### config.mk
export PLATFORM = sky130hd
export DESIGN_NAME = bsnt_front
export DESIGN_NICKNAME = d
export VERILOG_FILES = /design/src/hdl/bitonic_sort_network_tagged_defines.svh /design/src/hdl/bsnt_pkg.sv /design/src/hdl/bsnt_front.sv
export SDC_FILE = /design/constraint.sdc
export NUM_CORES = 1
export LEC_CHECK = 0
export BUFFER_PORTS_ARGS = -buffer_cell sky130_fd_sc_hd__buf_2
export CAP_MARGIN = 40
export CORE_MARGIN = 2
export CORE_UTILIZATION = 26
export CTS_CLUSTER_DIAMETER = 50
export DETAILED_ROUTE_END_ITERATION = 10
export PLACE_DENSITY = 0.77
export SLEW_MARGIN = 25
export SYNTH_ARGS = -nofsm -noshare
export SYNTH_HDL_FRONTEND = slang
export SYNTH_SLANG_ARGS = --single-unit
### constraint.sdc
create_clock -name clk -period 1.61 [get_ports clk]
set_clock_uncertainty 0.05 [all_clocks]
set_input_delay 0.0805 -clock clk [delete_from_list [all_inputs] [get_ports clk]]
set_output_delay 0.0805 -clock clk [all_outputs]
set_load 0.05 [all_outputs]
### src/hdl/bitonic_sort_network_tagged_defines.svh
// Assertion macros used by the sorter's top-level RTL file.
`ifndef BITONIC_SORT_NETWORK_TAGGED_DEFINES_SVH
`define BITONIC_SORT_NETWORK_TAGGED_DEFINES_SVH

// Check that a condition implies a consequence in the same cycle.
`define BSNT_ASSERT_SAME(label, clk, rst_n, ante, cons, msg) \
	label: assert property (@(posedge clk) disable iff (!rst_n) (ante) |-> (cons)) \
		else $error(msg);

// Check that a condition implies a consequence in the next cycle.
`define BSNT_ASSERT_NEXT(label, clk, rst_n, ante, cons, msg) \
	label: assert property (@(posedge clk) disable iff (!rst_n) (ante) |=> (cons)) \
		else $error(msg);

`endif

### src/hdl/bsnt_pkg.sv
// Shared types, constants and helper functions of the tagged bitonic sorter.
package bsnt_pkg;

	localparam int MAX_ELEMENTS = 16;
	localparam int IDX_W        = $clog2(MAX_ELEMENTS);
	localparam int CNT_W        = IDX_W + 1;
	localparam int MAX_LOG      = IDX_W;
	localparam int LOG_W        = 3;
	localparam int PASS_W       = $clog2(MAX_LOG);
	localparam int VAL_W        = 32;
	localparam int TAG_W        = 32;
	localparam int DATA_W       = VAL_W + TAG_W;
	localparam int FIFO_DEPTH   = 4;
	localparam int FPTR_W       = $clog2(FIFO_DEPTH);
	localparam int FCNT_W       = FPTR_W + 1;
	localparam logic [LOG_W-1:0] SIZE_LOG_RESET = LOG_W'(4);

	typedef struct packed {
		logic [TAG_W-1:0]        tag;
		logic signed [VAL_W-1:0] value;
	} elem_t;

	typedef struct packed {
		elem_t elem;
		logic  last;
	} item_t;

	typedef struct packed {
		logic full;
		logic empty;
	} fifo_stat_t;

	typedef struct packed {
		logic             run_open;
		logic [IDX_W-1:0] fill;
	} front_stat_t;

	typedef struct packed {
		logic loading;
		logic sorting;
		logic emitting;
	} back_stat_t;

	// Clamp the size register into 1..MAX_LOG.
	function automatic logic [LOG_W-1:0] eff_log(input logic [LOG_W-1:0] cfg);
		logic [LOG_W-1:0] r;
		r = cfg;
		if (cfg == '0)
			r = LOG_W'(1);
		else if (cfg > LOG_W'(MAX_LOG))
			r = LOG_W'(MAX_LOG);
		return r;
	endfunction

	// Index of the final element of a run of 2^lg elements.
	function automatic logic [IDX_W-1:0] last_idx_of(input logic [LOG_W-1:0] lg);
		logic [CNT_W-1:0] n;
		n = (CNT_W'(1) << lg) - CNT_W'(1);
		return n[IDX_W-1:0];
	endfunction

	// log2 of the run length, from the index of its final element (2^lg - 1).
	function automatic logic [LOG_W-1:0] log_of_last(input logic [IDX_W-1:0] idx);
		logic [LOG_W-1:0] r;
		r = '0;
		for (int b = 0; b < IDX_W; b++)
			r = r + LOG_W'(idx[b]);
		return r;
	endfunction

endpackage

### src/hdl/bsnt_front.sv
// Input side: holds the size register, counts elements and marks the end of each run.
module bsnt_front
	import bsnt_pkg::*;
(
	input  logic              clk,
	input  logic              arst_n,
	input  logic              cfg_we,
	input  logic [LOG_W-1:0]  cfg_wdata,
	input  logic              s_tvalid,
	output logic              s_tready,
	input  logic [DATA_W-1:0] s_tdata,
	output logic              push,
	output item_t             push_item,
	input  fifo_stat_t        fifo_stat,
	output front_stat_t       stat
);

	logic [LOG_W-1:0] size_log_q;
	logic [IDX_W-1:0] fill_q;
	logic [IDX_W-1:0] run_last;
	logic             is_last;

	assign run_last = last_idx_of(eff_log(size_log_q));
	assign is_last  = (fill_q == run_last);
	assign s_tready = !fifo_stat.full;
	assign push     = s_tvalid && s_tready;

	assign push_item.elem.value = s_tdata[VAL_W-1:0];
	assign push_item.elem.tag   = s_tdata[DATA_W-1:VAL_W];
	assign push_item.last       = is_last;

	assign stat.run_open = (fill_q != '0);
	assign stat.fill     = fill_q;

	always_ff @(posedge clk or negedge arst_n) begin
		if (!arst_n) begin
			size_log_q <= SIZE_LOG_RESET;
			fill_q     <= '0;
		end else if (cfg_we) begin
			// drop any partial run
			size_log_q <= cfg_wdata;
			fill_q     <= '0;
		end else if (push) begin
			fill_q <= is_last ? '0 : fill_q + IDX_W'(1);
		end
	end

endmodule

Word level (Yosys, flattened, before mapping) --
Cells that the tools add are included.
Storage, ports and cells: flip-flop bits (word level) 7, input bits 73, output and inout bits 72
Operators by class: add/subtract/negate cells 2, magnitude comparators 1, equal/unequal tests 1, shift-type cells 1, mux-type cells 5, reductions and logical operators 5
Operators by type and width (number):
- two-way mux 4 bit | 3
- two-way mux 3 bit | 2
- adder 4 x 1 -> 4 bit, second input constant | 1
- equality test 4 bit | 1
- nonzero test 4 bit | 1
- left shift 1 x 3 -> 4 bit, first input constant | 1
- subtractor 4 x 2 -> 4 bit, second input constant | 1
- > comparator 3 bit, second input constant | 1
- zero test 3 bit | 1
- nonzero test 2 bit | 1
- logical AND 1 bit | 1
- zero test 1 bit | 1

Longest topological paths before layout --
word-level depth 9, gate-level depth with buffers 6, depth with buffers taken out 6

Worst setup path before layout --
Ideal clock, no wire load.
kind register to register, from reg size_log_q[1], to reg fill_q[3], setup time 0.082 ns, arrival 1.569 ns, required time 1.478 ns, setup slack -0.091 ns, cell stages (with the launch flop) 7, path buffers 0, clock period less this slack 1.701 ns, cell sequence dfrtp_1 or2_2 ha_1 xnor2_1 xnor2_1 o211ai_1 a31oi_1
Between the ends: longest elaborated chain between the ends 9, elaborated cells between the ends (all ways) 10, those cells by class 1 x add/sub; 1 x order compare; 1 x eq/ne; 1 x shift; 5 x mux; 1 x reduce/logical
RTL lines:
- from (decl) | line bsnt_front.sv:18 | logic [LOG_W-1:0] size_log_q;
- from (signal assigned) | line bsnt_front.sv:41 | size_log_q <= cfg_wdata;
- > comparator 3 bit | line bsnt_pkg.sv:50 | else if (cfg > LOG_W'(MAX_LOG))
- two-way mux 3 bit | line bsnt_pkg.sv:50
- two-way mux 3 bit (*) | line bsnt_pkg.sv:48 | if (cfg == '0)
- left shift 1 x 3 -> 4 bit (*) | line bsnt_pkg.sv:58 | n = (CNT_W'(1) << lg) - CNT_W'(1);
- subtractor 4 x 2 -> 4 bit (*) | line bsnt_pkg.sv:58
- equality test 4 bit (*) | line bsnt_front.sv:24 | assign is_last = (fill_q == run_last);
- two-way mux 4 bit (*) | line bsnt_front.sv:44 | fill_q <= is_last ? '0 : fill_q + IDX_W'(1);
- two-way mux 4 bit (*) | line bsnt_front.sv:43 | end else if (push) begin
- two-way mux 4 bit (*) | line bsnt_front.sv:39 | end else if (cfg_we) begin
- to (signal assigned) | line bsnt_front.sv:44
- to (decl) | line bsnt_front.sv:19 | logic [IDX_W-1:0] fill_q;
Mark *: on every way between the ends. The rest lies on a longest branch, timed or not. The select of a mux whose other input is x is not followed. A chain may end at the register's enable or synchronous reset.

==> reports/qor.csv <==
metric,value,unit
max_cap_violations,0,
finalSetupTns,-0.600,ns
fillCellCount,381,
synth_top_area_share,0.530,
dieHeight,63.5,µm
finalHoldViolCount,0,
worstHoldPathType,in -> reg,
syn_nets,186,
area_delta_synth_final,-23.5,%
grt.overflow.total,0,
end_kind,output pin,
place.gp.congestion,0.692,
drive_gt1_frac,0.500,
rsz0062_at_grt,true,
final_antenna_net_count,0,
die_x,63.5,µm
setup_viol,4,
viasPerCell,3.88,
drv_slew,0,
p_int,364,µW
cts_sinks,7,
synth-main-ff-cell,dfrtp_1,
postLayoutSetupSlackWorst,-0.202,ns
p_leak,0.000311,µW
async_reset_ff_frac,1.00,
place_inst,109,
cts.path.max_buffers,2,
clk_pin_slew,0.05,ns
cp_max_fo,5,
layoutNonFillerInstCount,116,
die-area,4030,µm²
rows,21,
yosysTopAreaCell,buf_4,
vias,450,
synth.top_cells.by_count,"buf_4, dfrtp_1, inv_1, xnor2_1",
critPathKind,reg -> out,
synth_edf_count,0,
final_nets,147,
cp_cell_sequence,"or2_4, ha_4, xnor2_2, xnor2_1, buf_4, nor2_4, buf_6",
violations,setup timing,
p_clk_frac,0.289,
period_share,1.13,
seq_power_share,0.371,
swShare,0.306,
cts_root_buffer,clkbuf_4,
grt_pass1_vias,472,
crit_slowest_cell,dfrtp_1,
synth_seq_area_share,0.192,
ys_seq_elements,7,
port-buffer-count,15,
critPathRequiredTime,1.48,ns
irDropWorstVdd,0.0906,mV
syn_area,921,µm²
io_pins,145,
period_needed,1.81,ns
combPwrFrac,0.339,
cp.arrival,1.68,ns
drt_first_pass_iters,2,
start_util,0.274,
grt_usage,0.0724,
cts_tree,done,
drtIter0Drc,2,
htree_levels,1,
ys_warn_count,0,
synth_cells,110,
r2r_slack,-0.15,ns
wl_per_cell,12.4,µm
post-route-util,0.209,
core,3360,µm²
p_switching,161,µW
synth_most_common_cell,buf_4,
cpPeakStageDelay,0.37,ns
totalWireLength,1.43,mm
cts_buffers,3,
cp-start-kind,flop,
insertion_delay,0.24,ns
timing.fmax,0.552,GHz
hpwl,1.12,mm
pwr_density_cell,746,nW/µm²
yosys-top-cells-area,"buf_4, dfrtp_1, ha_1",
yosysUniqueCellTypes,24,
grt_max_degree,8,
antenna_found_initial,0,
synth.avg_cell_area,8.37,µm²
status,"finished, violations left",
grt_pass1_wl,2.15,mm
drcViolationCount,0,
antenna_cells,0,
==> critical path, delay by kind of cell, from the launching register on <==
family	cells	cell delay (ns)
xor gates and xnor gates	2	0.25
adders and majority gates	1	0.16
buffers and inverters	2	0.32
DFF	1	0.37
and+or+nand+nor	2	0.34
==> flip-flops by register name, indices dropped and copies added, names as in the netlist <==
| signal | count |
|---|---|
| size_log_q | 3 |
| fill_q | 4 |
==> cell type report <==
cell class | count | area, µm² | area share
Sequential cell | 7 | 176 | 0.250
Inverter | 4 | 15.0 | 0.0213
Multi-Input combinational cell | 33 | 283 | 0.401
Tap cell | 46 | 57.6 | 0.0817
Clock buffer | 4 | 26.3 | 0.0373
Timing Repair Buffer | 22 | 146 | 0.208
==> worst paths after layout <==
path                                from             to  cells after the start
max reg2reg                size_log_q[1]      fill_q[3]                      7
max                        size_log_q[1]   push_item[0]                      7
min                         cfg_wdata[0]  size_log_q[0]                      2
min in group asynchronous         arst_n      fill_q[3]                      2
max in group asynchronous         arst_n  size_log_q[2]                      2
min reg2reg                size_log_q[0]  size_log_q[0]                      1
==> kinds of logic after synthesis <==
logic type | share of synthesized area
XOR/XNOR | 0.0476
flip-flops | 0.192
multiplexers | 0.0367
AO/OA/AOI/OAI | 0.0462
other | 0.00407
AND/OR/NAND/NOR | 0.0829
buffers and inverters | 0.550
adder cells (fa/ha/maj) | 0.0408
==> stage by stage <==
step / hold WS (ns) / setup slack [ns] / area [µm²] / power, µW
detailed placement: -0.127 / -0.0788 / 607 / 345
global placement: -0.132 / -0.0580 / 607 / 342
floorplan: -0.265 / 0.0424 / 936 / 725
global route: 0.0136 / -0.275 / 704 / 558
CTS: 0.0153 / -0.199 / 691 / 526
finish: 0.0212 / -0.202 / 704 / 525
==> what timing repair did <==
| action | in CTS | in global routing |
|---|---|---|
| resized for setup | 8 | 4 |
| buffers inserted | 2 | 0 |
| hold buffers | 1 | 0 |
| endpoints found under the hold margin | 7 | 0 |
| pin swaps | 2 | 3 |
| cloned | 0 | 0 |
| setup endpoints to repair | 5 | 5 |
==> metal layers <==
| metal | global-route usage | wire (µm) | vias up |
|---|---|---|---|
| met1 | 0.0511 | 427 | 209 |
| met4 | 0.114 | 129 | 0 |
| met3 | 0.0393 | 170 | 20 |
| li1 | - | - | 200 |
| met2 | 0.109 | 706 | 21 |
| met5 | 0 | 0 | - |
==> placed cells by master, fill, tap and decap left out, types with 2 or more instances in the layout <==
| cell | netlist | routed |
|---|---|---|
| nand2_1 | 3 | 3 |
| clkbuf_4 | 0 | 3 |
| ha_1 | 3 | 2 |
| o211ai_1 | 2 | 2 |
| nor3b_1 | 2 | 2 |
| a21oi_1 | 2 | 2 |
| dfrtp_1 | 6 | 6 |
| mux2_2 | 3 | 3 |
| xnor2_1 | 4 | 3 |
| buf_4 | 65 | 6 |
| inv_1 | 4 | 4 |
| buf_2 | 0 | 13 |
==> power by group through the flow <==
| stage | registers (µW) | logic [µW] | clock network [µW] |
|---|---|---|---|
| 3_5_place_dp | 198 | 146 | 0 |
| 2_1_floorplan | 213 | 511 | 0 |
| 4_1_cts | 195 | 170 | 161 |
| 6_report | 195 | 178 | 152 |
| 3_3_place_gp | 198 | 144 | 0 |
| 5_1_grt | 196 | 192 | 170 |
(Power assumes the default switching activity.)
