--- src/hdl/bitonic_sort_network_tagged_defines.svh ---
// Assertion macros used by the sorter's top-level RTL file.
`ifndef BITONIC_SORT_NETWORK_TAGGED_DEFINES_SVH
`define BITONIC_SORT_NETWORK_TAGGED_DEFINES_SVH

// Check that a condition implies a consequence in the same cycle.
`define BSNT_ASSERT_SAME(label, clk, rst_n, ante, cons, msg) \
	label: assert property (@(posedge clk) disable iff (!rst_n) (ante) |-> (cons)) \
		else $error(msg);

// Check that a condition implies a consequence in the next cycle.
`define BSNT_ASSERT_NEXT(label, clk, rst_n, ante, cons, msg) \
	label: assert property (@(posedge clk) disable iff (!rst_n) (ante) |=> (cons)) \
		else $error(msg);

`endif

--- src/hdl/bsnt_pkg.sv ---
// Shared types, constants and helper functions of the tagged bitonic sorter.
package bsnt_pkg;

	localparam int MAX_ELEMENTS = 16;
	localparam int IDX_W        = $clog2(MAX_ELEMENTS);
	localparam int CNT_W        = IDX_W + 1;
	localparam int MAX_LOG      = IDX_W;
	localparam int LOG_W        = 3;
	localparam int PASS_W       = $clog2(MAX_LOG);
	localparam int VAL_W        = 32;
	localparam int TAG_W        = 32;
	localparam int DATA_W       = VAL_W + TAG_W;
	localparam int FIFO_DEPTH   = 4;
	localparam int FPTR_W       = $clog2(FIFO_DEPTH);
	localparam int FCNT_W       = FPTR_W + 1;
	localparam logic [LOG_W-1:0] SIZE_LOG_RESET = LOG_W'(4);

	typedef struct packed {
		logic [TAG_W-1:0]        tag;
		logic signed [VAL_W-1:0] value;
	} elem_t;

	typedef struct packed {
		elem_t elem;
		logic  last;
	} item_t;

	typedef struct packed {
		logic full;
		logic empty;
	} fifo_stat_t;

	typedef struct packed {
		logic             run_open;
		logic [IDX_W-1:0] fill;
	} front_stat_t;

	typedef struct packed {
		logic loading;
		logic sorting;
		logic emitting;
	} back_stat_t;

	// Clamp the size register into 1..MAX_LOG.
	function automatic logic [LOG_W-1:0] eff_log(input logic [LOG_W-1:0] cfg);
		logic [LOG_W-1:0] r;
		r = cfg;
		if (cfg == '0)
			r = LOG_W'(1);
		else if (cfg > LOG_W'(MAX_LOG))
			r = LOG_W'(MAX_LOG);
		return r;
	endfunction

	// Index of the final element of a run of 2^lg elements.
	function automatic logic [IDX_W-1:0] last_idx_of(input logic [LOG_W-1:0] lg);
		logic [CNT_W-1:0] n;
		n = (CNT_W'(1) << lg) - CNT_W'(1);
		return n[IDX_W-1:0];
	endfunction

	// log2 of the run length, from the index of its final element (2^lg - 1).
	function automatic logic [LOG_W-1:0] log_of_last(input logic [IDX_W-1:0] idx);
		logic [LOG_W-1:0] r;
		r = '0;
		for (int b = 0; b < IDX_W; b++)
			r = r + LOG_W'(idx[b]);
		return r;
	endfunction

endpackage

--- src/hdl/bsnt_fifo.sv ---
// Short item queue between the input side and the sort engine.
module bsnt_fifo
	import bsnt_pkg::*;
(
	input  logic       clk,
	input  logic       arst_n,
	input  logic       push,
	input  item_t      push_item,
	input  logic       pop,
	output item_t      pop_item,
	output fifo_stat_t stat
);

	item_t             mem [FIFO_DEPTH];
	logic [FPTR_W-1:0] wr_q;
	logic [FPTR_W-1:0] rd_q;
	logic [FCNT_W-1:0] cnt_q;
	logic              do_push;
	logic              do_pop;

	assign stat.full  = (cnt_q == FCNT_W'(FIFO_DEPTH));
	assign stat.empty = (cnt_q == '0);
	assign do_push    = push && !stat.full;
	assign do_pop     = pop && !stat.empty;
	assign pop_item   = mem[rd_q];

	always_ff @(posedge clk) begin
		if (do_push)
			mem[wr_q] <= push_item;
	end

	always_ff @(posedge clk or negedge arst_n) begin
		if (!arst_n) begin
			wr_q  <= '0;
			rd_q  <= '0;
			cnt_q <= '0;
		end else begin
			if (do_push)
				wr_q <= wr_q + FPTR_W'(1);
			if (do_pop)
				rd_q <= rd_q + FPTR_W'(1);
			unique case ({do_push, do_pop})
				2'b10:   cnt_q <= cnt_q + FCNT_W'(1);
				2'b01:   cnt_q <= cnt_q - FCNT_W'(1);
				default: cnt_q <= cnt_q;
			endcase
		end
	end

endmodule

--- config.mk ---
export PLATFORM = sky130hd
export DESIGN_NAME = bsnt_fifo
export DESIGN_NICKNAME = d
export VERILOG_FILES = /design/src/hdl/bitonic_sort_network_tagged_defines.svh /design/src/hdl/bsnt_pkg.sv /design/src/hdl/bsnt_fifo.sv
export SDC_FILE = /design/constraint.sdc
export NUM_CORES = 1
export LEC_CHECK = 0
export BUFFER_PORTS_ARGS = -buffer_cell sky130_fd_sc_hd__buf_4
export CORE_ASPECT_RATIO = 1.2
export CORE_UTILIZATION = 29
export DETAILED_ROUTE_END_ITERATION = 16
export GPL_TIMING_DRIVEN = 0
export SLEW_MARGIN = 20
export SYNTH_ARGS = -nofsm -noshare
export SYNTH_HDL_FRONTEND = slang
export SYNTH_SLANG_ARGS = --single-unit
--- constraint.sdc ---
create_clock -name clk -period 3.25 [get_ports clk]
set_input_delay 0.975 -clock clk [delete_from_list [all_inputs] [get_ports clk]]
set_output_delay 0.975 -clock clk [all_outputs]
set_load 0.01 [all_outputs]
# Word-level counts from Yosys, hierarchy flattened
# Memory sizes are Yosys's and may differ from the RTL's.
# Cells that the tools add are included.
[word_totals]
elab_cells = 20
register_bits = 7
out_inout_bits = 67
memories = 1
ramBits = 260
[memory_table]
columns = ["memory", "depth", "word_bits", "rd", "rd_clocked_by_memory_dff", "wr", "line_no", "rtl"]
rows = [
  ["mem", 4, 65, 1, 0, 1, "bsnt_fifo.sv:14", "item_t mem [FIFO_DEPTH];"],
]
[classes]
add_sub_neg = 4
n_mux = 3
n_reduce_logical = 6
n_eq_ne = 3
[op_table]
columns = ["operator", "n"]
rows = [
  ["case mux 3 bit (2 select lines)", 1],
  ["adder 2 x 1 -> 2 bit, second input constant", 2],
  ["adder 3 x 1 -> 3 bit, second input constant", 1],
  ["== test 3 bit, second input constant", 1],
  ["zero test 3 bit", 1],
  ["subtractor 3 x 1 -> 3 bit, second input constant", 1],
  ["== test 2 x 1 -> 1 bit, second input constant", 1],
  ["== test 2 bit, second input constant", 1],
  ["logical AND 1 bit", 2],
  ["zero test 1 bit", 2],
  ["two-way mux 1 bit", 2],
  ["nonzero test 2 bit", 1],
]

# Logic depth before layout (Yosys ltp)
# Gate-level depths: netlist of the first run.
[logic_depth]
ltp_word = 5
depth_mapped = 9
ltp_nobuf = 9

# Worst setup path before layout of the first run
# Ideal clock, no wire load.
[synth_path]
path_type = "input-to-reg"
startpoint = "input push"
endpoint = "memory mem[2][0] (netlist bit) (enable)"
path_slack_ns = -0.055
path_buffers = 0
t_arrival_ns = 2.875
path_stages = 2
cell_sequence = "nor2b_1 and2_1"
[synth_between]
elab_chain_cells = 3
[synth_lines]
columns = ["element", "line_no", "rtl"]
rows = [
  ["from (decl)", "bsnt_fifo.sv:7", "input logic push,"],
  ["logical AND 1 bit", "bsnt_fifo.sv:23", "assign do_push = push && !stat.full;"],
  ["two-way mux 1 bit", "bsnt_fifo.sv:28", "if (do_push)"],
  ["two-way mux 1 bit (not written as such)", "bsnt_fifo.sv:29", "mem[wr_q] <= push_item;"],
  ["to (decl)", "bsnt_fifo.sv:14", ""],
]
# No other way between the ends.

==> results.txt, run 1 <==
- Of the cells placed in the final design, the portion with a size suffix greater than 1 is 0.4645.
- In this run, post-CTS repair resized a total of 0 instances.
* Total Routed Length: 18.66 mm
- Area occupied by multi-input gates: 0.001690 mm²
- Yosys cell types: 22
- CP startpoint kind: flop
* Initial antenna violation count: 1
- Vias in the first global route: 4,926
* Yosys warnings: 0
- Run status: finished clean
- Non-filler instance count after layout: 1,014
* Most common cell in the synthesized netlist: edfxtp_1
- Total core area: 0.03325 mm²
- On the final layout, the worst clock skew is 30.26 ps.
- For this design the static power due to leakage is 4.228 nW.
- Of the synthesized area, sequential elements account for 0.8119.
- Arrival @ worst endpoint: 2110 ps
- Average routed wire per standard cell: 18.41 µm
- Post-CTS setup buffer count: 0
- First-pass iteration count of the detailed router: 4
- Design Area, Final: 0.01244 mm²
- Max frequency: 0.3246 GHz
- Number of filler cells placed in the layout: 3,072
- Commonest cells in the synthesized netlist: edfxtp_1 (260), mux4_2 (65), dfrtp_1 (7)
- Headroom to the max-slew limit came out at 0.5222.
- Met1 track demand over resource in global routing: 0.1258
- For the worst setup path, the data required time is 2270 ps.
- EDFF count, synth: 260
- Seq. cell area: 0.007983 mm²
* Final HPWL DP: 12.04 mm
- First-pass GRT wire length: 28.43 mm
- Cells taking the most area after synthesis: edfxtp_1 (79%), mux4_2 (15%), dfrtp_1 (1.8%), buf_12 (0.81%), ha_1 (0.64%)
* Setup repair after global routing missed its margin: false
* Cell at the root of the clock tree: clkbuf_16
- Clk sinks: 267
* Minimum clock period: 3081 ps
- Starting DRC count in detailed routing: 215
- Vias after detailed routing: 4,410
- The most used flip-flop cell after synthesis is edfxtp_1.
* Hold_ws: 233.1 ps
* Number of setup violations in the final report: 0
- After global routing, the most crowded layer is met2.
- Critical Setup Path Class: reg -> out
- Fraction of synthesis flops using an asynchronous set or reset pin: 0.02622
* Final Hold Vio Count: 0
* #FFs+latches synth: 267
* Cells after Synth: 377
* Die width: 170.1 µm
- The initialized floorplan defines 73 standard-cell rows.
* Starting density of the core: 0.2957
* Area of the die: 0.03465 mm²
- Fraction of met2 tracks used by global routing: 0.1995
* Gpl congestion: 0.7127
- In the routed design, unresolved DRC markers number 0.
* GRT Overall Usage: 0.1092
* Cell area after technology mapping: 0.009832 mm²
- Pins Over Slew Limit: 0
- Number of nets at the end of the flow: 619
- After global routing the overflow that remains totals 0.
* Worst-margin pin slew: 716.7 ps
* Total placed cells including tap cells: 966
- Largest area contributor in the netlist: edfxtp_1
- In this run the remaining antenna-violating nets after routing total 0.
- During placement, the flow inserted port buffers numbering 135.
- STA classifies the critical path endpoint as an output pin.
- In this run the cell area measured after placement is 0.01150 mm².
- Clock tree from TritonCTS: done
* Synthesized net count: 452
- Entering global routing, the biggest net connects 43 pins.
- Cell area power density: 931.7 mW/mm²
- The die is 203.7 µm tall.
- Diodes inserted: 0
- Setup_tns: 0 ps
* Clock Tree Buf Depth: 3
* Worst hold path type: in -> async
- TritonCTS buffer count: 26
* Maximum level of the CTS H-tree: 1
* Area overhead of the layout relative to synthesis: 26.56%
* Fraction of the cycle the final worst path needs: 0.9480
- In this run the count of I/O pins placed on the die edge is 136.
- Core occupancy in the finished layout: 0.3743
- Of all nets on the critical path, the largest fanout is 10.
- Per-cell via count in the routed design: 4.349
* Number of max-cap violations: 0
- In the global route stage, met3 resource usage came out at 0.02406.
* Number of hold buffers added after cts: 0
- Clock transition at the register clock pins on the worst setup and hold paths after CTS: 60 ps
- The share of synthesized area in the top cell type comes to 0.7941.
- Skew-Pair Late Insertion Delay: 540 ps
* Mean instance size in the synthesized netlist: 26.08 µm²
- VDD sags by at most 0.5434 mV.
-- layer usage --
metal / up-vias / part of all wire
li1: 1942 / -
met1: 2320 / 0.39
met2: 114 / 0.53
met3: 32 / 0.053
met4: 2 / 0.021
met5: - / 0.00086
-- cells in the final DEF, fill, tap and decap left out --
master and instances:
and2_4 4, buf_12 8, buf_2 5, buf_4 138
buf_6 1, bufinv_16 5, clkbuf_1 6, clkbuf_16 27
clkbuf_8 5, clkinv_1 4, clkinv_2 1, clkinvlp_4 2
dfrtp_1 7, edfxtp_1 260, fa_1 1, ha_1 5
inv_1 6, mux2_2 1, mux2i_1 1, mux4_2 65
nand2_1 1, nor2_1 1, nor2b_1 1, nor3_1 1
nor3b_1 1, o31a_1 1, xnor2_1 3, xor2_1 3
-- final timing paths --
path	slack, ps	start	to	cells past startpoint
worst min-delay path	230	arst_n	cnt_q[1]	1
worst max-delay path	170	rd_q[1]	pop_item[21]	4
worst max register to register	840	cnt_q[2]	mem[3][27]	4
worst min register to register	550	cnt_q[2]	cnt_q[2]	1
max in group asynchronous	2900	arst_n	rd_q[0]	1
min in group clk	550	cnt_q[2]	cnt_q[2]	1
-- state kept, by name, indices dropped and copies added (netlist names) --
register and flops:
mem 260, rd_q 2, wr_q 2, cnt_q 3
-- final cells by class --
type,count,share of cell area
plain buffers,15,0.01176
clock buffers,36,0.06104
clock inverters,12,0.01488
inverters,6,0.001810
multi-input cells,89,0.1358
flip-flops and latches,267,0.6415
well taps,450,0.04525
repair buffers,139,0.08788
-- where the power goes --
part	leakage [nW]	total [W]	internal, W	switching, W
Sequential	2.46	0.00472	0.00455	0.000164
Combinational	1.31	0.00363	0.00185	0.00178
Clock	0.455	0.00324	0.00202	0.00122
-- critical path: stages, from the launching register on --
cell     delay, ps
dfrtp_1        350
buf_2          320
buf_2          350
mux4_2         370
buf_4          160
-- kinds of logic (layout without fill, tap and decap cells) --
| kind of cell | after synthesis | after routing | synth area share |
|---|---|---|---|
| adder cells (fa/ha/maj) | 6 | 6 | 0.008399 |
| buffers and inverters | 21 | 208 | 0.01718 |
| AND/OR/NAND/NOR | 9 | 9 | 0.005217 |
| flip-flops | 267 | 267 | 0.8119 |
| AO/OA/AOI/OAI | 1 | 1 | 0.0008910 |
| XOR/XNOR | 6 | 6 | 0.005346 |
| multiplexers | 67 | 67 | 0.1511 |
-- per-stage QoR --
step | total power, W | setup WS, ps
floorplan | 0.006899 | 641.8
global placement | 0.008416 | -194.8
detailed placement | 0.008575 | 311.8
CTS | 0.01184 | 44.43
global route | 0.01215 | 26.65
finish | 0.01159 | 168.9
(Power assumes the default switching activity.)
==> run 2: changes to the inputs <==
- ABC_AREA: not set -> 1
- CELL_PAD_IN_SITES_DETAIL_PLACEMENT: not set -> 0
- CELL_PAD_IN_SITES_GLOBAL_PLACEMENT: not set -> 2
- PLACE_DENSITY: not set -> 0.68
==> run 2 against run 1 <==
Clock power fell by 6.8%. Cell area up 8.4%. Area after synthesis rose by 8.6%. Wire length up 34%. Non-clock buffer count increased by 36. Synthesized cell count up 120%. Core utilization down 0.11 points. Flip-flop and latch count unchanged. Die area rose by 8.5%. Combinational power is 30% higher. First-iteration DRC count up 47%. Clock skew down 23 ps.
==> results.txt, run 2 <==
- Cell area after technology mapping: 0.01068 mm² (+8.6%)
- Largest net degree at the start of global routing: 22 (-49%)
- Portion of synthesized cell area occupied by the leading cell type: 0.7310 (-0.06307)
* Starting DRC count in detailed routing: 316 (+47%)
- The maximum clock frequency came to 0.3279 GHz (+1.0%).
* Required time reported for the critical path endpoint: 2270 ps (about the same)
* Ordered list of cells on the worst path: inv_4 -> buf_6 -> buf_2 -> nand2_1 -> o211ai_1 -> nand2_1 -> buf_4
* Number of max-cap violations: 0 (unchanged)
* GRT Residual Overflow: 0 (unchanged)
* Critical Setup Path Class: reg -> out
* First-pass iteration count of the detailed router: 4 (unchanged)
* CP top delay family: buffers and inverters
* Synthesized net count: 895 (+98%)
* Peak fanout along the critical path: 10 (unchanged)
- Setup repair after global routing missed its margin: false
* Flip-flop count of the largest register, all copies and words added: 260 (unchanged)
* I/O pin cnt: 136 (unchanged)
* CP startpoint kind: flop
- The sum of net half-perimeters after detailed placement was 16.40 mm (+36%).
* Most common cell in the synthesized netlist: edfxtp_1
- The number of buffers inserted by hold repair at cts was 0 (unchanged).
* Average routed wire per standard cell: 16.85 µm (-8.5%)
- Compared with the post-synthesis result, the final layout area differs by 26.26%.
- The die span in y was 212.2 µm (+4.2%).
- The routability congestion estimate from global placement was 0.6840 (-4.0%).
- Total Routed Length: 24.99 mm (+34%)
- The overall fraction of global-route tracks in use is 0.1359 (+0.02661).
- Diodes inserted: 0 (unchanged)
- The most numerous cell type found on the critical path is nand2_1.
* Minimum clock period: 3050 ps (-31.06 ps)
- The area used by multi-input combinational logic was 0.001958 mm² (+16%).
* Number of setup violations in the final report: 0 (unchanged)
- #FFs+latches synth: 267 (unchanged)
- Counting instances in the post-synthesis netlist gives the leading cell types as edfxtp_1 (260), nand2_1 (213), inv_1 (145).
- Mean instance size in the synthesized netlist: 13.02 µm² (-50%)
- The clock input transition at the sequential cells of the worst setup and hold paths was 60 ps (about the same).
- Total buffers and inverters traversed by the critical path: 4 (+1)
- Max stage delay on crit path: 420 ps (+50 ps)
* Commonest cells after routing, fill and taps aside: edfxtp_1 (260), nand2_1 (213), inv_1 (145)
- The cell leakage power came to 5.425 nW (+28%).
- Clk sinks: 267 (unchanged)
* Core occupancy in the finished layout: 0.3732 (-0.001067)
- Area of the die: 0.03760 mm² (+8.5%)
- The proportion of layout cells with a drive suffix above 1 is 0.2266 (-0.2379).
* Worst VDD drop: 0.4736 mV (-13%)
- The count of final hold-check violations was 0 (unchanged).
- The worst slack after detailed placement came to 416.4 ps (+104.6 ps).
- Worst hold path type: in -> async
- Largest area contributor in the netlist: edfxtp_1
* Run status: finished clean
- The final net count was 1,072 (+73%).
- More flip-flops sit in one register than any other, and that register is mem.
* First-pass GRT wire length: 37.54 mm (+32%)
- The total core area was 0.03613 mm² (+8.7%).
* EDFF count, synth: 260 (unchanged)
- The largest buffer count on any clock path came to 3 (unchanged).
- Pins Over Slew Limit: 0 (unchanged)
- The initial core utilization came to 0.2956 (about the same).
* Clock tree from TritonCTS: done
* Skew-Pair Late Insertion Delay: 540 ps (about the same)
- CP max-delay cell: dfrtp_1
- The site row count came to 76 (+4.1%).
- Worst slew slack as a fraction of its limit: 0.4982 (-0.02396)
- The worst setup path is captured at an output pin.
- Min setup slack post-route: 200.0 ps (+31.06 ps)
- In the final layout, the registers with the most flip-flops are mem x260, cnt_q x3.
- Die width: 177.2 µm (+4.2%)
- Number of buffers added on ports: 135 (unchanged)
- In the synthesized netlist the dominant register cell turns out to be edfxtp_1.
* Fraction of the cycle the final worst path needs: 0.9385 (-0.009557)
- By area the synthesized netlist is led by edfxtp_1 (73%), o211ai_1 (9.1%), nand2_1 (7.5%), inv_1 (5.1%), dfrtp_1 (1.6%).
* Cells after Synth: 820 (+120%)
- Post-route DRC: 0 (unchanged)
- The tree is rooted in a clkbuf_16.
* Arrival @ worst endpoint: 2070 ps (-40 ps)
- Post-route antenna net violation count: 0 (unchanged)
* Number of filler cells placed in the layout: 3,503 (+14%)
* Most common cell after layout, fill and taps aside: edfxtp_1
- Vias in the first global route: 6,211 (+26%)
- Initial antenna violation count: 0 (-1)
* Per-cell via count in the routed design: 4.325 (-0.55%)
* Yosys warnings: 0 (unchanged)
* Yosys cell types: 19 (-14%)
* Seq. cell area: 0.007983 mm² (unchanged)
- Worst-margin pin slew: 750.9 ps (+34.16 ps)
- The number of buffers added for setup after CTS came to 0 (unchanged).
* Share of synthesized area occupied by flip-flops and latches: 0.7474 (-0.06449)
- Maximum level of the CTS H-tree: 1 (unchanged)
- The power per cell area was 919.8 mW/mm² (-1.3%).
* Vias after detailed routing: 6,414 (+45%)
* Setup Skew: 7.520 ps (-22.74 ps)
- TritonCTS buffer count: 28 (+7.7%)
* Fraction of synthesis flops using an asynchronous set or reset pin: 0.02622 (unchanged)
-- run 2: cell types whose count changed after synthesis, sizes merged, moves of 2 or more --
cell | before | now
o211ai | 0 | 130
xor2 | 3 | 0
inv | 6 | 147
nand2 | 1 | 213
nand3 | 0 | 7
mux4 | 65 | 0
clkbuf | 2 | 6
and2 | 4 | 0
buf | 13 | 37
nor2 | 1 | 4
xnor2 | 3 | 1
-- run 2: metal layers --
| layer | routed length [µm] | global-route usage | share of wire |
|---|---|---|---|
| met5 | 0 | 0 | 0 |
| met4 | 497 | 0.04221 | 0.020 |
| met3 | 1215 | 0.02378 | 0.049 |
| met2 | 12440 | 0.2314 | 0.50 |
| met1 | 10840 | 0.1747 | 0.43 |
-- run 2: cells by family (layout without fill, tap and decap cells) --
| group | after synthesis | count (layout) | synth area share |
|---|---|---|---|
| buffers and inverters | 190 | 385 | 0.07205 |
| DFF | 267 | 267 | 0.7474 |
| xor gates and xnor gates | 1 | 1 | 0.0008202 |
| AOI/OAI and AO/OA | 131 | 131 | 0.09185 |
| adders and majority gates | 6 | 6 | 0.007732 |
| and+or+nand+nor | 225 | 225 | 0.08013 |
-- run 2: cell type report --
| class | instances | area share |
|---|---|---|
| repair buffers | 147 | 0.09686 |
| flip-flops and latches | 267 | 0.5919 |
| plain buffers | 43 | 0.01707 |
| multi-input cells | 363 | 0.1452 |
| inverters | 147 | 0.04110 |
| well taps | 468 | 0.04342 |
| clock buffers | 39 | 0.05882 |
| clock inverters | 9 | 0.005567 |
-- run 2: report_power, final --
part	total [W]	internal, W	switching, W
Combinational	0.00472	0.00182	0.00291
Clock	0.00302	0.00177	0.00125
Sequential	0.00466	0.00452	0.000141
Total	0.0124	0.00811	0.00430
-- run 2: worst paths after layout --
| kind | from | end | slack, ps | cells past startpoint |
|---|---|---|---|---|
| setup / recovery | rd_q[0] | pop_item[4] | 200 | 7 |
| hold / removal | arst_n | cnt_q[2] | 240 | 1 |
| min in group clk | cnt_q[0] | cnt_q[0] | 470 | 1 |
| setup reg to reg | cnt_q[0] | mem[2][37] | 910 | 6 |
| max in group asynchronous | arst_n | cnt_q[0] | 2880 | 1 |
| hold reg to reg | cnt_q[0] | cnt_q[0] | 470 | 1 |
-- run 2: metrics by stage --
stage               hold slack, ps  setup TNS [ps]  cells  area (µm²)  power [W]
global placement             463.0        -1013140   1423       12280   0.009470
floorplan                    446.5         -281090    820       10680   0.007221
CTS                          207.4               0   1483       13470    0.01268
global route                 220.1               0   1483       13490    0.01323
finish                       240.1               0   1483       13490    0.01240
detailed placement           466.8               0   1435       12600   0.009620
-- run 2: timing repair --
item                                    CTS  global route
hold endpoints to repair                  0             0
endpoints found under the setup margin    5            38
gates resized for setup                   2             9
==> run 3: changes to the inputs <==
- BUFFER_PORTS_ARGS: -buffer_cell sky130_fd_sc_hd__buf_4 -> not set
- DONT_BUFFER_PORTS: not set -> 1
- HOLD_SLACK_MARGIN: not set -> 0.03
- PLACE_DENSITY: 0.68 -> 0.63
- clock period: 3.25 -> 3.4 ns (I/O delays scaled with it)
==> run 3 against run 2 <==
Via count fell by 7.5%. Die area stayed put. Core utilization shrank 2.7 points. Global-route usage fell by 0.14 points. Sequential share of layout area up 4.7 points. Power down 11%. Clock skew up 6.4 ps. Critical endpoint is now pop_item[0]. Largest power group is now sequential cells.
==> results.txt, run 3 (synthesis gave the netlist of run 2 again) <==
- The count of final hold-check violations was 0 (unchanged).
- The fill cell instance count of the final layout is 3,581 (+2.2%).
- The residual overflow from global routing is 0 (unchanged).
* Clock transition at the register clock pins on the worst setup and hold paths after CTS: 60 ps (about the same)
* Minimum clock period: 3104 ps
- Cell at the root of the clock tree: clkbuf_16
- Post-layout total power: 0.01099 W (-11%)
* Per-cell via count in the routed design: 4.387 (+1.4%)
- Maximum level of the CTS H-tree: 1 (unchanged)
- Post-route DRC: 0 (unchanged)
* Fraction of the cycle the final worst path needs: 0.9130
* First-pass GRT wire length: 37.31 mm (-0.62%)
* Register with the highest flop count: mem
- Row count: 76 (unchanged)
* Internal reg-to-reg setup slack: 1080 ps (+170 ps)
* Diodes inserted: 0 (unchanged)
* Starting DRC count in detailed routing: 262 (-17%)
- Peak fanout along the critical path: 10 (unchanged)
- Worst-margin pin slew: 647.1 ps (-103.7 ps)
* CP startpoint kind: flop
* Area of the die: 0.03760 mm² (unchanged)
* Pins Over Slew Limit: 0 (unchanged)
- The overall fraction of global-route tracks in use came to 0.1345 (-0.001395).
* Vias in the first global route: 6,020 (-3.1%)
* Total core area: 0.03613 mm² (unchanged)
* Vertical extent of the die: 212.2 µm (unchanged)
- The max-capacitance violation count was 0 (unchanged).
- Average routed wire per standard cell: 18.39 µm (+9.1%)
- By startpoint and endpoint, the worst setup path is classified as reg -> out.
* Setup repair after global routing missed its margin: false
- The post-cts gate resize count is 0 (-2).
- The top cell types in the final layout, fill and taps aside, are edfxtp_1 (260), nand2_1 (213), inv_1 (145).
- Initial antenna violation count: 0 (unchanged)
- The worst hold-check slack is 163.1 ps (-76.98 ps).
- First-pass iteration count of the detailed router: 4 (unchanged)
- Cell area power density: 879.6 mW/mm² (-4.4%)
- The routability congestion estimate from global placement came to 0.6951 (+1.6%).
- The number of cells on the worst reg-to-reg path is 6 (unchanged).
- Run status: finished clean
* Final HPWL DP: 16.38 mm (-0.10%)
- The initial core utilization is 0.2956 (unchanged).
- Largest registers: mem x260, cnt_q x3
- Total Routed Length: 24.87 mm (-0.49%)
- The clock latency at the later pin of the worst-skew pair was 540 ps (about the same).
* Max frequency: 0.3221 GHz
- Number of hold buffers added after cts: 0 (unchanged)
- The die width is 177.2 µm (unchanged).
* Worst Setup End Kind: output pin
* Number of nets at the end of the flow: 938 (-13%)
* Number of buffers added on ports: 0 (-100%)
- Post-route antenna net violation count: 0 (unchanged)
- The detailed-route via count came to 5,931 (-7.5%).
- Required time reported for the critical path endpoint: 2380 ps (+110 ps)
- TritonCTS built the clock tree.
- The final-report setup violation count came to 0 (unchanged).
- Flip-flop count of the largest register, all copies and words added: 260 (unchanged)
- The final cell area excluding filler cells was 0.01249 mm² (-7.3%).
- TritonCTS buffer count: 28 (unchanged)
- The worst max-slew margin expressed relative to the limit is 0.5676 (+0.06933).
- Leakage power summed over all cells: 4.773 nW (-12%)
- The min-delay analysis places its worst path in the category in -> async.
- The library cell used most frequently in the layout, excluding fill and tap cells, is edfxtp_1.
- The largest net degree at the start of global routing came to 22 (unchanged).
- Area occupied by multi-input gates: 0.001958 mm² (unchanged)
* Instance area after placement: 0.01162 mm² (-7.8%)
- The worst register-to-register path ends at mem[0][34].
- Beginning of the worst register-to-register path: cnt_q[0]
- The maximum vdd ir drop came to 0.4261 mV (-10%).
- The largest buffer count on any clock path came to 3 (unchanged).
- Arrival @ worst endpoint: 2080 ps (about the same)
- I/O pin cnt: 136 (unchanged)
- The proportion of layout cells with a drive suffix above 1 was 0.1018 (-0.1248).
- Setup Skew: 13.88 ps (+6.356 ps)
- Seq. cell area: 0.007983 mm² (unchanged)
* Clk sinks: 267 (unchanged)
- Area overhead of the layout relative to synthesis: 16.99%
- Post-CTS setup buffer count: 0 (unchanged)
==> run 3: report_power, final <==
part	total (W)	internal, W	switching [W]	leakage [nW]
clock	0.00291	0.00170	0.00121	0.433
sequential	0.00446	0.00432	0.000137	2.47
combinational	0.00361	0.00101	0.00261	1.87
total	0.0110	0.00703	0.00396	4.77
==> run 3: worst max path at each step <==
stage	depth (start not counted)	startpoint	endpoint	slack, ps
6_report	5	rd_q[0]	pop_item[0]	300
5_1_grt	5	rd_q[0]	pop_item[9]	60
4_1_cts	5	rd_q[0]	pop_item[0]	170
3_5_place_dp	4	push	mem[0][34]	650
3_3_place_gp	2	push	mem[0][36]	-3740
2_1_floorplan	2	push	mem[0][0]	-980
==> run 3: final cells by class <==
cell class | count | share of cell area
multi-input combinational | 363 | 0.1567
clock inverter | 17 | 0.01071
sequential | 267 | 0.6389
inverter | 147 | 0.04416
tap | 468 | 0.04687
buffer | 43 | 0.01742
clock buffer | 34 | 0.05958
timing repair buffer | 13 | 0.02564
==> run 3: critical path, stage by stage (launching register included) <==
cell and delay, ps:
dfrtp_1 400, inv_2 260, buf_1 480, nand2_1 100
o211ai_1 100, nand2_1 190
==> run 3: per-layer routing <==
| layer | global-route usage | vias up | part of all wire |
|---|---|---|---|
| met3 | 0.03791 | 32 | 0.066 |
| met5 | 0 | - | 0 |
| met2 | 0.2340 | 108 | 0.50 |
| met4 | 0.03894 | 0 | 0.019 |
| li1 | - | 2936 | - |
| met1 | 0.1604 | 2855 | 0.41 |
==> run 3: stage by stage <==
step | util | worst slack (ps) | TNS (ps) | instances
6_report | 0.3458 | 295.8 | 0 | 1352
5_1_grt | 0.3458 | 59.76 | 0 | 1352
4_1_cts | 0.3458 | 169.8 | 0 | 1352
3_5_place_dp | 0.3215 | 649.3 | 0 | 1301
3_3_place_gp | 0.3118 | -3739 | -954520 | 1288
2_1_floorplan | - | -976.1 | -253790 | 820
